File: config.mk
export PLATFORM = sky130hd
export DESIGN_NAME = sm4_cbc_mac_engine
export DESIGN_NICKNAME = d
export VERILOG_FILES = /design/src/rtl/sm4cm_pkg.sv /design/src/rtl/sm4cm_round.sv /design/src/rtl/sm4_cbc_mac_engine.sv
export SDC_FILE = /design/constraint.sdc
export NUM_CORES = 2
export LEC_CHECK = 0
export BUFFER_PORTS_ARGS = -buffer_cell sky130_fd_sc_hd__buf_2
export CORE_MARGIN = 5
export CORE_UTILIZATION = 55
export DETAILED_ROUTE_END_ITERATION = 8
export PLACE_DENSITY_LB_ADDON = 0.05
export SLEW_MARGIN = 20
export SYNTH_ARGS = -nofsm -noshare
export SYNTH_HDL_FRONTEND = slang
export SYNTH_HIERARCHICAL = 1
export SYNTH_SLANG_ARGS = --single-unit
File: constraint.sdc
create_clock -name clk -period 9.7 [get_ports clk]
set_input_delay 0.485 -clock clk [delete_from_list [all_inputs] [get_ports clk]]
set_output_delay 0.485 -clock clk [all_outputs]
set_load 0.01 [all_outputs]
File: src/rtl/sm4cm_pkg.sv
// Package for the SM4 CBC-MAC engine: widths, codes, S-box and cipher helper functions.
`timescale 1ns / 1ps
package sm4cm_pkg;

	localparam int BLOCK_BYTES_DEF = 16;
	localparam int ROUNDS = 32;
	localparam int RK_AW = 5;
	localparam int CFG_IDX_W = 1;
	localparam int CFG_DATA_W = 64;

	typedef enum logic {
		OP_ABSORB = 1'b0,
		OP_FINISH = 1'b1
	} opcode_t;

	typedef enum logic [0:0] {
		REG_KEY_HIGH = 1'b0,
		REG_KEY_LOW  = 1'b1
	} reg_idx_t;

	typedef enum logic [2:0] {
		ST_IDLE,
		ST_KEXP,
		ST_LOAD,
		ST_ROUND,
		ST_STORE,
		ST_OUT
	} state_t;

	// Request from the controller to the cipher round unit.
	typedef struct packed {
		logic start_enc;
		logic start_kexp;
	} core_cmd_t;

	localparam logic [31:0] FK0 = 32'ha3b1bac6;
	localparam logic [31:0] FK1 = 32'h56aa3350;
	localparam logic [31:0] FK2 = 32'h677d9197;
	localparam logic [31:0] FK3 = 32'hb27022dc;

	localparam logic [7:0] SBOX [256] = '{
		8'hd6,8'h90,8'he9,8'hfe,8'hcc,8'he1,8'h3d,8'hb7,8'h16,8'hb6,8'h14,8'hc2,8'h28,8'hfb,8'h2c,8'h05,
		8'h2b,8'h67,8'h9a,8'h76,8'h2a,8'hbe,8'h04,8'hc3,8'haa,8'h44,8'h13,8'h26,8'h49,8'h86,8'h06,8'h99,
		8'h9c,8'h42,8'h50,8'hf4,8'h91,8'hef,8'h98,8'h7a,8'h33,8'h54,8'h0b,8'h43,8'hed,8'hcf,8'hac,8'h62,
		8'he4,8'hb3,8'h1c,8'ha9,8'hc9,8'h08,8'he8,8'h95,8'h80,8'hdf,8'h94,8'hfa,8'h75,8'h8f,8'h3f,8'ha6,
		8'h47,8'h07,8'ha7,8'hfc,8'hf3,8'h73,8'h17,8'hba,8'h83,8'h59,8'h3c,8'h19,8'he6,8'h85,8'h4f,8'ha8,
		8'h68,8'h6b,8'h81,8'hb2,8'h71,8'h64,8'hda,8'h8b,8'hf8,8'heb,8'h0f,8'h4b,8'h70,8'h56,8'h9d,8'h35,
		8'h1e,8'h24,8'h0e,8'h5e,8'h63,8'h58,8'hd1,8'ha2,8'h25,8'h22,8'h7c,8'h3b,8'h01,8'h21,8'h78,8'h87,
		8'hd4,8'h00,8'h46,8'h57,8'h9f,8'hd3,8'h27,8'h52,8'h4c,8'h36,8'h02,8'he7,8'ha0,8'hc4,8'hc8,8'h9e,
		8'hea,8'hbf,8'h8a,8'hd2,8'h40,8'hc7,8'h38,8'hb5,8'ha3,8'hf7,8'hf2,8'hce,8'hf9,8'h61,8'h15,8'ha1,
		8'he0,8'hae,8'h5d,8'ha4,8'h9b,8'h34,8'h1a,8'h55,8'had,8'h93,8'h32,8'h30,8'hf5,8'h8c,8'hb1,8'he3,
		8'h1d,8'hf6,8'he2,8'h2e,8'h82,8'h66,8'hca,8'h60,8'hc0,8'h29,8'h23,8'hab,8'h0d,8'h53,8'h4e,8'h6f,
		8'hd5,8'hdb,8'h37,8'h45,8'hde,8'hfd,8'h8e,8'h2f,8'h03,8'hff,8'h6a,8'h72,8'h6d,8'h6c,8'h5b,8'h51,
		8'h8d,8'h1b,8'haf,8'h92,8'hbb,8'hdd,8'hbc,8'h7f,8'h11,8'hd9,8'h5c,8'h41,8'h1f,8'h10,8'h5a,8'hd8,
		8'h0a,8'hc1,8'h31,8'h88,8'ha5,8'hcd,8'h7b,8'hbd,8'h2d,8'h74,8'hd0,8'h12,8'hb8,8'he5,8'hb4,8'hb0,
		8'h89,8'h69,8'h97,8'h4a,8'h0c,8'h96,8'h77,8'h7e,8'h65,8'hb9,8'hf1,8'h09,8'hc5,8'h6e,8'hc6,8'h84,
		8'h18,8'hf0,8'h7d,8'hec,8'h3a,8'hdc,8'h4d,8'h20,8'h79,8'hee,8'h5f,8'h3e,8'hd7,8'hcb,8'h39,8'h48
	};

	function automatic logic [31:0] tau(input logic [31:0] a);
		tau = {SBOX[a[31:24]], SBOX[a[23:16]], SBOX[a[15:8]], SBOX[a[7:0]]};
	endfunction

	function automatic logic [31:0] rotl(input logic [31:0] x, input int n);
		rotl = (x << n) | (x >> (32 - n));
	endfunction

	// Round constant: byte j of word i is (4i+j)*7 mod 256.
	function automatic logic [31:0] ck_word(input logic [RK_AW-1:0] i);
		logic [7:0] b0;
		b0 = {1'b0, i, 2'b00} * 8'd7;
		ck_word = {b0, b0 + 8'd7, b0 + 8'd14, b0 + 8'd21};
	endfunction

endpackage

File: src/rtl/sm4cm_round.sv
// Shared SM4 round unit: one round per cycle, for encryption or key expansion.
`timescale 1ns / 1ps
module sm4cm_round
	import sm4cm_pkg::*;
(
	input  logic         clk,
	input  logic         arst_n,
	input  logic         load,
	input  logic         kexp,
	input  logic         step,
	input  logic [127:0] init,
	input  logic [31:0]  rk,
	input  logic [RK_AW-1:0] rnd,
	output logic [31:0]  new_word,
	output logic [127:0] state
);

	logic [31:0] x0_q, x1_q, x2_q, x3_q;
	logic        kexp_q;
	logic [31:0] b;
	logic [31:0] mix;

	always_comb begin
		mix = x1_q ^ x2_q ^ x3_q ^ (kexp_q ? ck_word(rnd) : rk);
		b = tau(mix);
		if (kexp_q) begin
			new_word = x0_q ^ b ^ rotl(b, 13) ^ rotl(b, 23);
		end else begin
			new_word = x0_q ^ b ^ rotl(b, 2) ^ rotl(b, 10) ^ rotl(b, 18) ^ rotl(b, 24);
		end
	end

	always_ff @(posedge clk or negedge arst_n) begin
		if (!arst_n) begin
			kexp_q <= 1'b0;
		end else if (load) begin
			kexp_q <= kexp;
		end
	end

	always_ff @(posedge clk) begin
		if (load) begin
			{x0_q, x1_q, x2_q, x3_q} <= init;
		end else if (step) begin
			{x0_q, x1_q, x2_q, x3_q} <= {x1_q, x2_q, x3_q, new_word};
		end
	end

	// The output block is the reversed word order after the last round.
	assign state = {x3_q, x2_q, x1_q, x0_q};

endmodule

File: src/rtl/sm4_cbc_mac_engine.sv
// Top level of the SM4 CBC-MAC engine: controller, chaining and round-key memories.
//
// Usage: items arrive on valid/ready with opcode and data_byte. An absorb item XORs
// its byte into the chaining block; the sixteenth byte starts an encryption. A finish
// item encrypts a partial block if there is one and then offers mac_high/mac_low on
// out_valid until out_ready takes it; the chaining block and fill count then clear.
// An absorb item's chaining block is read at acceptance and written back in the next cycle;
// a full block then goes through loading the block, 32 rounds and writing it back, in
// the single shared round unit with the one-word round-key memory port. A finish
// with a partial block left runs it through load, rounds and write-back before
// out_valid rises; on a block boundary it goes from idle straight to the output state.
// A new byte is not taken while the last one is written back or a block is encrypted.
// Key writes on cfg_we re-expand the 32 round keys; the block is busy meanwhile.
// After reset the zero key is expanded first (in_ready low).
// While the result waits for out_ready no new item is taken.
`timescale 1ns / 1ps
module sm4_cbc_mac_engine
	import sm4cm_pkg::*;
#(
	parameter int BLOCK_BYTES = BLOCK_BYTES_DEF
) (
	input  logic                  clk,
	input  logic                  arst_n,
	input  logic                  in_valid,
	output logic                  in_ready,
	input  logic                  opcode,
	input  logic [7:0]            data_byte,
	output logic                  out_valid,
	input  logic                  out_ready,
	output logic [63:0]           mac_high,
	output logic [63:0]           mac_low,
	input  logic                  cfg_we,
	input  logic [CFG_IDX_W-1:0]  cfg_index,
	input  logic [CFG_DATA_W-1:0] cfg_data
);

	localparam int FW = $clog2(BLOCK_BYTES);

	state_t state_q, state_d;
	logic [63:0] key_high_q, key_low_q;
	logic        kexp_pend_q;
	logic [FW-1:0] fill_q;
	logic [RK_AW-1:0] rnd_q;
	logic          fin_q;
	logic          byte_ph_q;
	logic [7:0]    byte_q;

	// Chaining block: 16 byte lanes read as one word; a zero flag models the clear.
	// A write in the same cycle is forwarded to the read register.
	logic [127:0] chain_mem [1];
	logic [127:0] chain_rd_s1;
	logic         chain_zero_q;
	logic         chain_we;
	logic [127:0] chain_wd;

	logic [31:0] rk_mem [ROUNDS];
	logic [31:0] rk_rd_s1;
	logic        rk_we;
	logic [RK_AW-1:0] rk_ra;

	logic        c_load, c_kexp, c_step;
	logic [127:0] c_init;
	logic [31:0] c_word;
	logic [127:0] c_state;
	logic [127:0] chain_cur;

	always_ff @(posedge clk) begin
		if (chain_we) begin
			chain_mem[0] <= chain_wd;
		end
		chain_rd_s1 <= chain_we ? chain_wd : chain_mem[0];
	end

	always_ff @(posedge clk) begin
		if (rk_we) begin
			rk_mem[rnd_q] <= c_word;
		end
		rk_rd_s1 <= rk_mem[rk_ra];
	end

	assign chain_cur = chain_zero_q ? '0 : chain_rd_s1;

	sm4cm_round u_round (
		.clk(clk), .arst_n(arst_n), .load(c_load), .kexp(c_kexp), .step(c_step),
		.init(c_init), .rk(rk_rd_s1), .rnd(rnd_q), .new_word(c_word), .state(c_state)
	);

	always_comb begin
		state_d = state_q;
		in_ready = 1'b0;
		c_load = 1'b0;
		c_kexp = 1'b0;
		c_step = 1'b0;
		c_init = chain_cur;
		chain_we = 1'b0;
		chain_wd = c_state;
		rk_we = 1'b0;
		rk_ra = rnd_q;
		unique case (state_q)
			ST_IDLE: begin
				if (kexp_pend_q && !cfg_we) begin
					c_load = 1'b1;
					c_kexp = 1'b1;
					c_init = {key_high_q ^ {FK0, FK1}, key_low_q ^ {FK2, FK3}};
					state_d = ST_KEXP;
				end else if (byte_ph_q) begin
					// Read data for the absorb is now valid: modify and write back.
					chain_we = 1'b1;
					chain_wd = chain_cur ^ ({120'd0, byte_q}
						<< (8 * (BLOCK_BYTES - 1 - int'(fill_q))));
					if (fill_q == FW'(BLOCK_BYTES - 1)) begin
						state_d = ST_LOAD;
					end
				end else if (fin_q) begin
					state_d = (fill_q != '0) ? ST_LOAD : ST_OUT;
				end else begin
					in_ready = !cfg_we;
					rk_ra = '0;
				end
			end
			ST_KEXP: begin
				c_step = 1'b1;
				rk_we = 1'b1;
				if (rnd_q == RK_AW'(ROUNDS - 1)) begin
					state_d = ST_IDLE;
				end
			end
			ST_LOAD: begin
				c_load = 1'b1;
				state_d = ST_ROUND;
			end
			ST_ROUND: begin
				c_step = 1'b1;
				rk_ra = rnd_q + 1'b1;
				if (rnd_q == RK_AW'(ROUNDS - 1)) begin
					state_d = ST_STORE;
				end
			end
			ST_STORE: begin
				chain_we = 1'b1;
				rk_ra = '0;
				state_d = fin_q ? ST_OUT : ST_IDLE;
			end
			ST_OUT: begin
				if (out_ready) begin
					state_d = ST_IDLE;
				end
			end
			default: state_d = ST_IDLE;
		endcase
	end

	assign out_valid = (state_q == ST_OUT);
	assign mac_high = chain_cur[127:64];
	assign mac_low  = chain_cur[63:0];

	always_ff @(posedge clk or negedge arst_n) begin
		if (!arst_n) begin
			state_q <= ST_IDLE;
			key_high_q <= '0;
			key_low_q <= '0;
			kexp_pend_q <= 1'b1;
			fill_q <= '0;
			rnd_q <= '0;
			fin_q <= 1'b0;
			byte_ph_q <= 1'b0;
			byte_q <= '0;
			chain_zero_q <= 1'b1;
		end else begin
			state_q <= state_d;
			if (cfg_we) begin
				unique case (reg_idx_t'(cfg_index))
					REG_KEY_HIGH: key_high_q <= cfg_data;
					REG_KEY_LOW:  key_low_q <= cfg_data;
					default: ;
				endcase
				kexp_pend_q <= 1'b1;
			end else if (c_kexp) begin
				kexp_pend_q <= 1'b0;
			end
			if (c_load || state_q == ST_KEXP || state_q == ST_ROUND) begin
				rnd_q <= (c_load || state_d != state_q) ? '0 : rnd_q + 1'b1;
			end
			byte_ph_q <= 1'b0;
			if (in_valid && in_ready) begin
				if (opcode_t'(opcode) == OP_FINISH) begin
					fin_q <= 1'b1;
				end else begin
					byte_ph_q <= 1'b1;
					byte_q <= data_byte;
				end
			end
			if (chain_we) begin
				chain_zero_q <= 1'b0;
			end
			if (byte_ph_q && state_q == ST_IDLE && !(kexp_pend_q && !cfg_we)) begin
				fill_q <= fill_q + 1'b1;
			end
			if (state_q == ST_OUT && out_ready) begin
				fin_q <= 1'b0;
				fill_q <= '0;
				chain_zero_q <= 1'b1;
			end
		end
	end

endmodule

## After elaboration in Yosys (flattened, before gate mapping)

Memories as Yosys holds them, arrays and structs flattened. A register that Yosys moved wholly into a read port is not among the register bits.
Cells that the tools add are included.

| cells by class | value |
|---|---|
| magnitude comparators | 4 |
| add/sub/neg operators | 6 |
| eq/ne operators | 8 |
| bitwise operators | 25 |
| multipliers | 1 |
| muxes and demuxes | 66 |
| reduce and logical (&&, ||, !) cells | 23 |
| shift-type cells | 1 |

Operators with widths:

| kind | number |
|---|---|
| 128-bit two-way mux | 6 |
| 32-bit two-way mux | 10 |
| 32-bit XOR | 10 |
| 8-bit by 32-bit left shift with 128-bit output | 1 |
| 128-bit XOR | 1 |
| 8-bit two-way mux | 8 |
| 9-bit greater-or-equal comparator (second input constant) | 4 |
| 8-bit inverter with 9-bit output | 4 |
| 33-bit inverter | 1 |
| 32-bit by 10-bit OR with 32-bit output | 1 |
| 32-bit by 13-bit OR with 32-bit output | 1 |
| 32-bit by 18-bit OR with 32-bit output | 1 |
| 32-bit by 2-bit OR with 32-bit output | 1 |
| 32-bit by 23-bit OR with 32-bit output | 1 |
| 32-bit by 24-bit OR with 32-bit output | 1 |
| 31-bit inverter | 1 |
| 3-bit two-way mux | 9 |
| 1-bit two-way mux | 23 |
| 5-bit two-way mux | 4 |
| 3-bit one-hot mux with 6 select lines | 1 |
| 5-bit one-hot mux with 3 select lines | 1 |
| 2-bit nonzero test | 6 |
| 8-bit by 3-bit adder with 8-bit output (second input constant) | 1 |
| 8-bit by 4-bit adder with 8-bit output (second input constant) | 1 |
| 21 further kinds | 36 |

| storage, ports and cells | value |
|---|---|
| memories kept | 6 |
| logic and storage cells | 155 |
| output and inout bits | 130 |
| ROM bits | 8192 |
| memory bits (writable) | 1152 |
| register bits | 281 |
| bits of input ports | 79 |

Memory list:

| name | depth | width | read ports | clocked after memory_dff | wr ports | RTL line | RTL |
|---|---|---|---|---|---|---|---|
| (no name shown) | 256 | 8 | 1 | 0 | 0 | sm4cm_pkg.sv:61 | `tau = {SBOX[a[31:24]], SBOX[a[23:16]], SBOX[a[15:8]], SBOX[a[7:0]]};` |
| (no name shown) | 256 | 8 | 1 | 0 | 0 | sm4cm_pkg.sv:61 |  |
| (no name shown) | 256 | 8 | 1 | 0 | 0 | sm4cm_pkg.sv:61 |  |
| (no name shown) | 256 | 8 | 1 | 0 | 0 | sm4cm_pkg.sv:61 |  |
| rk_mem | 32 | 32 | 1 | 1 | 1 | sm4_cbc_mac_engine.sv:56 | `logic [31:0] rk_mem [ROUNDS];` |
| chain_mem | 1 | 128 | 1 | 1 | 1 | sm4_cbc_mac_engine.sv:50 | `logic [127:0] chain_mem [1];` |

## Logic depth before layout (Yosys ltp)

| logic depth | value |
|---|---|
| depth in word-level cells | 16 |
| mapped depth | 23 |
| gate-level depth less buffers | 17 |

## Hierarchy

The synthesis kept the hierarchy.

By module, submodules not included:

| module | area an instance (um^2) | instances | seq. area each (um^2) | cells an instance |
|---|---|---|---|---|
| sm4_cbc_mac_engine | 55482.0 | 1 | 39039.9 | 4303 |
| sm4cm_round | 23658.9 | 1 | 3868.7 | 3028 |

## Worst setup path before layout

Ideal clock, no wire load.

| path | value |
|---|---|
| path kind | reg-to-reg |
| start | register state_q[0] |
| end | memory chain_mem[0][0], enable pin |
| data required time | 9.041 ns |
| period minus slack after synthesis | 8.288 ns |
| path slack | 1.412 ns |
| setup time | 0.659 ns |
| path buffers | 3 |
| stages on the path, launching flop included | 8 |
| arrival | 7.629 ns |
| path through | dfrtp_1 buf_4 nor2_1 and3_1 nand2_1 clkbuf_1 clkbuf_1 a21oi_1 |

| on the way | value |
|---|---|
| longest elaborated chain between the ends | 4 |
| elaborated cells on any way between the ends | 5 |
| classes of those cells | eq/ne (1); mux (3); reduce/logical (1) |

RTL lines:

| element | RTL line | RTL |
|---|---|---|
| start: declaration | sm4_cbc_mac_engine.sv:39 | `state_t state_q, state_d;` |
| start signal: assignment | sm4_cbc_mac_engine.sv:170 | `state_q <= state_d;` |
| 3-bit == test / 3-bit zero test (equally long branches) | sm4_cbc_mac_engine.sv:99 | `unique case (state_q)` |
| 1-bit one-hot mux with 2 select lines * | sm4_cbc_mac_engine.sv:99 |  |
| via chain_we | sm4_cbc_mac_engine.sv:53 | `logic chain_we;` |
| 1-bit two-way mux * | sm4_cbc_mac_engine.sv:68 | `if (chain_we) begin` |
| 1-bit two-way mux (not written as such) * | sm4_cbc_mac_engine.sv:69 | `chain_mem[0] <= chain_wd;` |
| end: declaration | sm4_cbc_mac_engine.sv:50 |  |

Mark *: on every way through the listed nets, which the timed path passes. The rest lies on a longest branch.

## Worst setup path after layout

| path | value |
|---|---|
| start | register rnd_q[2] |
| end | memory rk_mem[11][25], data pin |

| on the way | value |
|---|---|
| longest elaborated chain between the ends | 14 |
| elaborated cells on any way between the ends | 36 |
| classes of those cells | add/sub (3); mul (1); mux (10); bitwise (18); memory (4) |

RTL lines:

| element | RTL line | RTL |
|---|---|---|
| start: declaration | sm4_cbc_mac_engine.sv:43 | `logic [RK_AW-1:0] rnd_q;` |
| start signal: assignment | sm4_cbc_mac_engine.sv:182 | `rnd_q <= (c_load \|\| state_d != state_q) ? '0 : rnd_q + 1'b1;` |
| 5-bit by 3-bit multiplier with 6-bit output * | sm4cm_pkg.sv:71 | `b0 = {1'b0, i, 2'b00} * 8'd7;` |
| 8-bit by 3-bit adder with 8-bit output | sm4cm_pkg.sv:72 | `ck_word = {b0, b0 + 8'd7, b0 + 8'd14, b0 + 8'd21};` |
| 32-bit two-way mux * | sm4cm_round.sv:24 | `mix = x1_q ^ x2_q ^ x3_q ^ (kexp_q ? ck_word(rnd) : rk);` |
| 32-bit XOR * | sm4cm_round.sv:24 |  |
| 8-bit inverter with 9-bit output (not written as such) | sm4cm_pkg.sv:61 |  |
| memory 256 x 8 bit | - |  |
| 8-bit two-way mux (not written as such) (2 in series) | sm4cm_pkg.sv:61 |  |
| 32-bit by 2-bit OR with 32-bit output | sm4cm_pkg.sv:65 | `rotl = (x << n) \| (x >> (32 - n));` |
| 32-bit XOR (4 in series) | sm4cm_round.sv:29 | `new_word = x0_q ^ b ^ rotl(b, 2) ^ rotl(b, 10) ^ rotl(b, 18) ^ rotl(b, 24);` |
| 32-bit two-way mux * | sm4cm_round.sv:26 | `if (kexp_q) begin` |
| via c_word[25] | sm4_cbc_mac_engine.sv:63 | `logic [31:0] c_word;` |
| end: declaration | sm4_cbc_mac_engine.sv:56 |  |

Mark *: on every way through the listed nets, which the timed path passes. The rest lies on a longest branch. The select of a mux whose other input is x is not followed.

==> metrics.csv <==
stage;metric;value;unit
run;max-cap check violation count;0;
global_routing;Overall Global Routing Usage;0.384;
global_routing;initial antenna violation count;8;
logic_synthesis;Syn Area/Cell;10.8;sq um
logic_synthesis;EDFF count, synth;1280;
worst_hold_path;Hold Path Class;in2reg;
logic_synthesis;post-synth top area share;0.486;
critical_path;worst r2r path cells;17;
cts;Resize count post-CTS;0;
placed_design;placed cell count;9073;
timing;Sum Neg Setup Slack;0;ns
logic_synthesis;Synth async-reset ratio;0.104;
critical_path;RR Endpoint;rk_mem[11][25];
logic_synthesis;Synth Register Bits;1465;
detailed_routing;# DRC;0;
logic_synthesis;Mapped Area;79100;sq um
cts;Sink Count;1465;
floorplanning;IO Count;209;
cts;Clock Pin Slew Worst Setup and Hold Paths;0.07;ns
timing;Fin. Hold Viols;0;
timing;pins over their slew limit;0;
cts;Longest Clk Path Bufs;3;
timing;final setup vio count;0;
logic_synthesis;sequential-to-total area share from yosys stat;0.542;
critical_path;Buf/Inv on CP;2;
critical_path;crit path DAT;8.33;ns
detailed_routing;DR vias/cell;6.85;
cts;CTS tree;yes;
worst_hold_path;Hold Path Cell Cnt;2;
global_routing;largest net degree at the start of global routing;161;
timing;fmax;126;MHz
final_layout;Final Util;0.616;
timing;Period Utilization, post-route;0.818;
logic_synthesis;ys flop type;edfxtp_1;
critical_path;R2R Path Start;rnd_q[2];
timing;RSZ-0062 raised after global routing;false;
timing;Worst Tran Pin Value;1.19;ns
logic_synthesis;most common cell in the synthesized netlist;nand2_1;
logic_synthesis;top post-synthesis cells by count;1442 x nand2_1, 1280 x edfxtp_1, 402 x nand3_1;
placed_design;GP Congestion;1.02;
logic_synthesis;cell taking the most area after synthesis;edfxtp_1;
cts;Num CTS Buffers;153;
detailed_routing;final WL;301000;um
floorplanning;Initial Utilization;0.552;
detailed_routing;Pre-antenna DRT Iters;8;
cts;Setup Fix Bufs, Post-CTS;0;
detailed_routing;Post-DRT Antenna Nets;0;
floorplanning;Cell Rows;139;
floorplanning;CORE AREA;143000;sq um
detailed_routing;Initial DRC Count;8894;
cts;CTS H-tree lvls;4;
logic_synthesis;Syn. warnings;6;
cts;later-pin clock latency in the skew report;0.82;ns
floorplanning;die area;152000;sq um
critical_path;Worst Path Required;10.10;ns
final_layout;fill cell count;11500;
outcome;status;complete, no violations;
critical_path;Worst Path Max Fanout;32;
timing;Final min period;7.93;ns
placed_design;IO Port Bufs;208;
logic_synthesis;syn_nets;7492;
critical_path;CP most frequent cell;xnor2_1;
final_layout;post-route cell area;88300;sq um
critical_path;Crit path max-delay family;XOR/XNOR gates;
timing;clk_skew;0.0720;ns
critical_path;Critical Path End Type;flop;
final_layout;Non-Filler Instances;9432;
critical_path;CP max stage delay;0.87;ns
placed_design;dpl hpwl;192000;um
logic_synthesis;Synth Instances;7331;
final_layout;register area;42900;sq um
critical_path;crit path kind;reg2reg;
critical_path;critical path launch point type;flop;
global_routing;first-pass GRT wire length;430000;um
detailed_routing;via count;64600;
placed_design;Cell Area, Placed;82600;sq um
final_layout;layout cell share with drive strength beyond 1;0.147;
logic_synthesis;synth unique cells;123;
final_layout;Final nets;7559;
critical_path;worst-path cell chain;inv_1 > fa_1 > inv_1 > ha_1 > fa_1 > o21ai_0 > xnor2_1 > mux2i_1 > xor2_2 > o21ai_0 > a2111o_1 > o2111ai_1 > nand4_2 > xnor2_1 > xnor2_1 > a211o_1 > nand2_1;
worst_hold_path;Worst Hold Launch;cfg_data[1];
critical_path;slowest CP cell;fa_1;
global_routing;total gr overflow;0;
global_routing;vias in the first global route;60000;
cts;Clock Tree Root;clkbuf_16;
final_layout;footprint of the multi-input gates;34300;sq um
timing;Max-slew headroom;0.194;
worst_hold_path;WHS Endpoint;key_high_q[1];
detailed_routing;DR WL/cell;31.9;um
critical_path;r2r setup slk;1.77;ns
final_layout;Area Overhead vs Synth;11.6;%
logic_synthesis;top cells by area, synth;edfxtp_1 49%, nand2_1 6.8%, dfrtp_1 4.8%;
floorplanning;Die Wd;389;um
floorplanning;Die Y;389;um
## placed cells by master, fill, tap and decap left out, drive strengths merged, types with 72 or more instances in the layout
| cell | count |
|---|---|
| nand2 | 1444 |
| edfxtp | 1280 |
| buf | 436 |
| nand3 | 403 |
| o21ai | 398 |
| nor2 | 379 |
| xnor2 | 240 |
| mux2 | 239 |
| mux2i | 239 |
| clkbuf | 217 |
| a21oi | 197 |
| a32oi | 168 |
| dfrtp | 151 |
| nor2b | 141 |
| xor2 | 127 |
| nor3 | 103 |
| a211oi | 93 |
| a31oi | 85 |
| ha | 75 |
| dlygate4sd3 | 72 |
| a311oi | 72 |
## sequential cells by signal (all words and copies together) (netlist names)
signal	count
byte_ph_q	1
byte_q	8
chain_mem	128
chain_zero_q	1
fill_q	4
fin_q	1
kexp_pend_q	1
key_high_q	64
key_low_q	64
rk_mem	1024
rk_rd_s1	32
rnd_q	5
state_q	3
u_round/kexp_q	1
u_round/x0_q	32
u_round/x1_q	32
u_round/x2_q	32
u_round/x3_q	32
## layer usage
metal,routed length [um],global-route usage,vias up
li1,-,-,27400
met1,117000,0.537,32000
met2,134000,0.580,4388
met3,35400,0.0928,757
met4,14300,0.156,6
met5,31,0.00128,-
## cell type report
| cell class | count | area share |
|---|---|---|
| inverter | 58 | 0.00247 |
| antenna | 3 | 0.0000850 |
| clock inverter | 66 | 0.00867 |
| tap | 1903 | 0.0270 |
| clock buffer | 217 | 0.0472 |
| multi-input combinational | 5212 | 0.388 |
| sequential | 1465 | 0.486 |
| timing repair buffer | 508 | 0.0404 |
## stage by stage
stage / hold WS (ns) / setup WS [ns]
2_1_floorplan: 0.189 / 1.41
3_3_place_gp: 0.482 / 2.22
6_report: 0.0517 / 1.77
5_1_grt: 0.0220 / 1.60
4_1_cts: 0.00550 / 1.94
3_5_place_dp: 0.487 / 2.05
## worst max-delay path by stage
stage / endpoint / startpoint / cells past startpoint / slack, ns
finish: rk_mem[11][25] / rnd_q[2] / 17 / 1.77
global route: rk_mem[11][25] / rnd_q[2] / 17 / 1.60
CTS: rk_mem[11][25] / rnd_q[2] / 17 / 1.94
detailed placement: rk_mem[4][25] / rnd_q[2] / 17 / 2.05
global placement: rk_mem[16][25] / rnd_q[2] / 17 / 2.22
floorplan: chain_mem[0][0] / state_q[0] / 7 / 1.41
## kinds of logic after synthesis
group	count (synthesis)	share of synthesized area
buffers and inverters	654	0.0368
AOI/OAI and AO/OA	1553	0.140
DFF	1465	0.542
adders and majority gates	82	0.0136
xor gates and xnor gates	389	0.0486
muxes	493	0.0690
and+or+nand+nor	2695	0.150
## repair_timing
item / 4_1_cts / 5_1_grt
endpoints found under the setup margin: 0 / 0
endpoints found under the hold margin: 213 / 0
hold buffers: 72 / 0
Power is left out: the tool's default activity adds up to more than one toggle a clock period on the data nets, which glitch-free logic cannot reach.
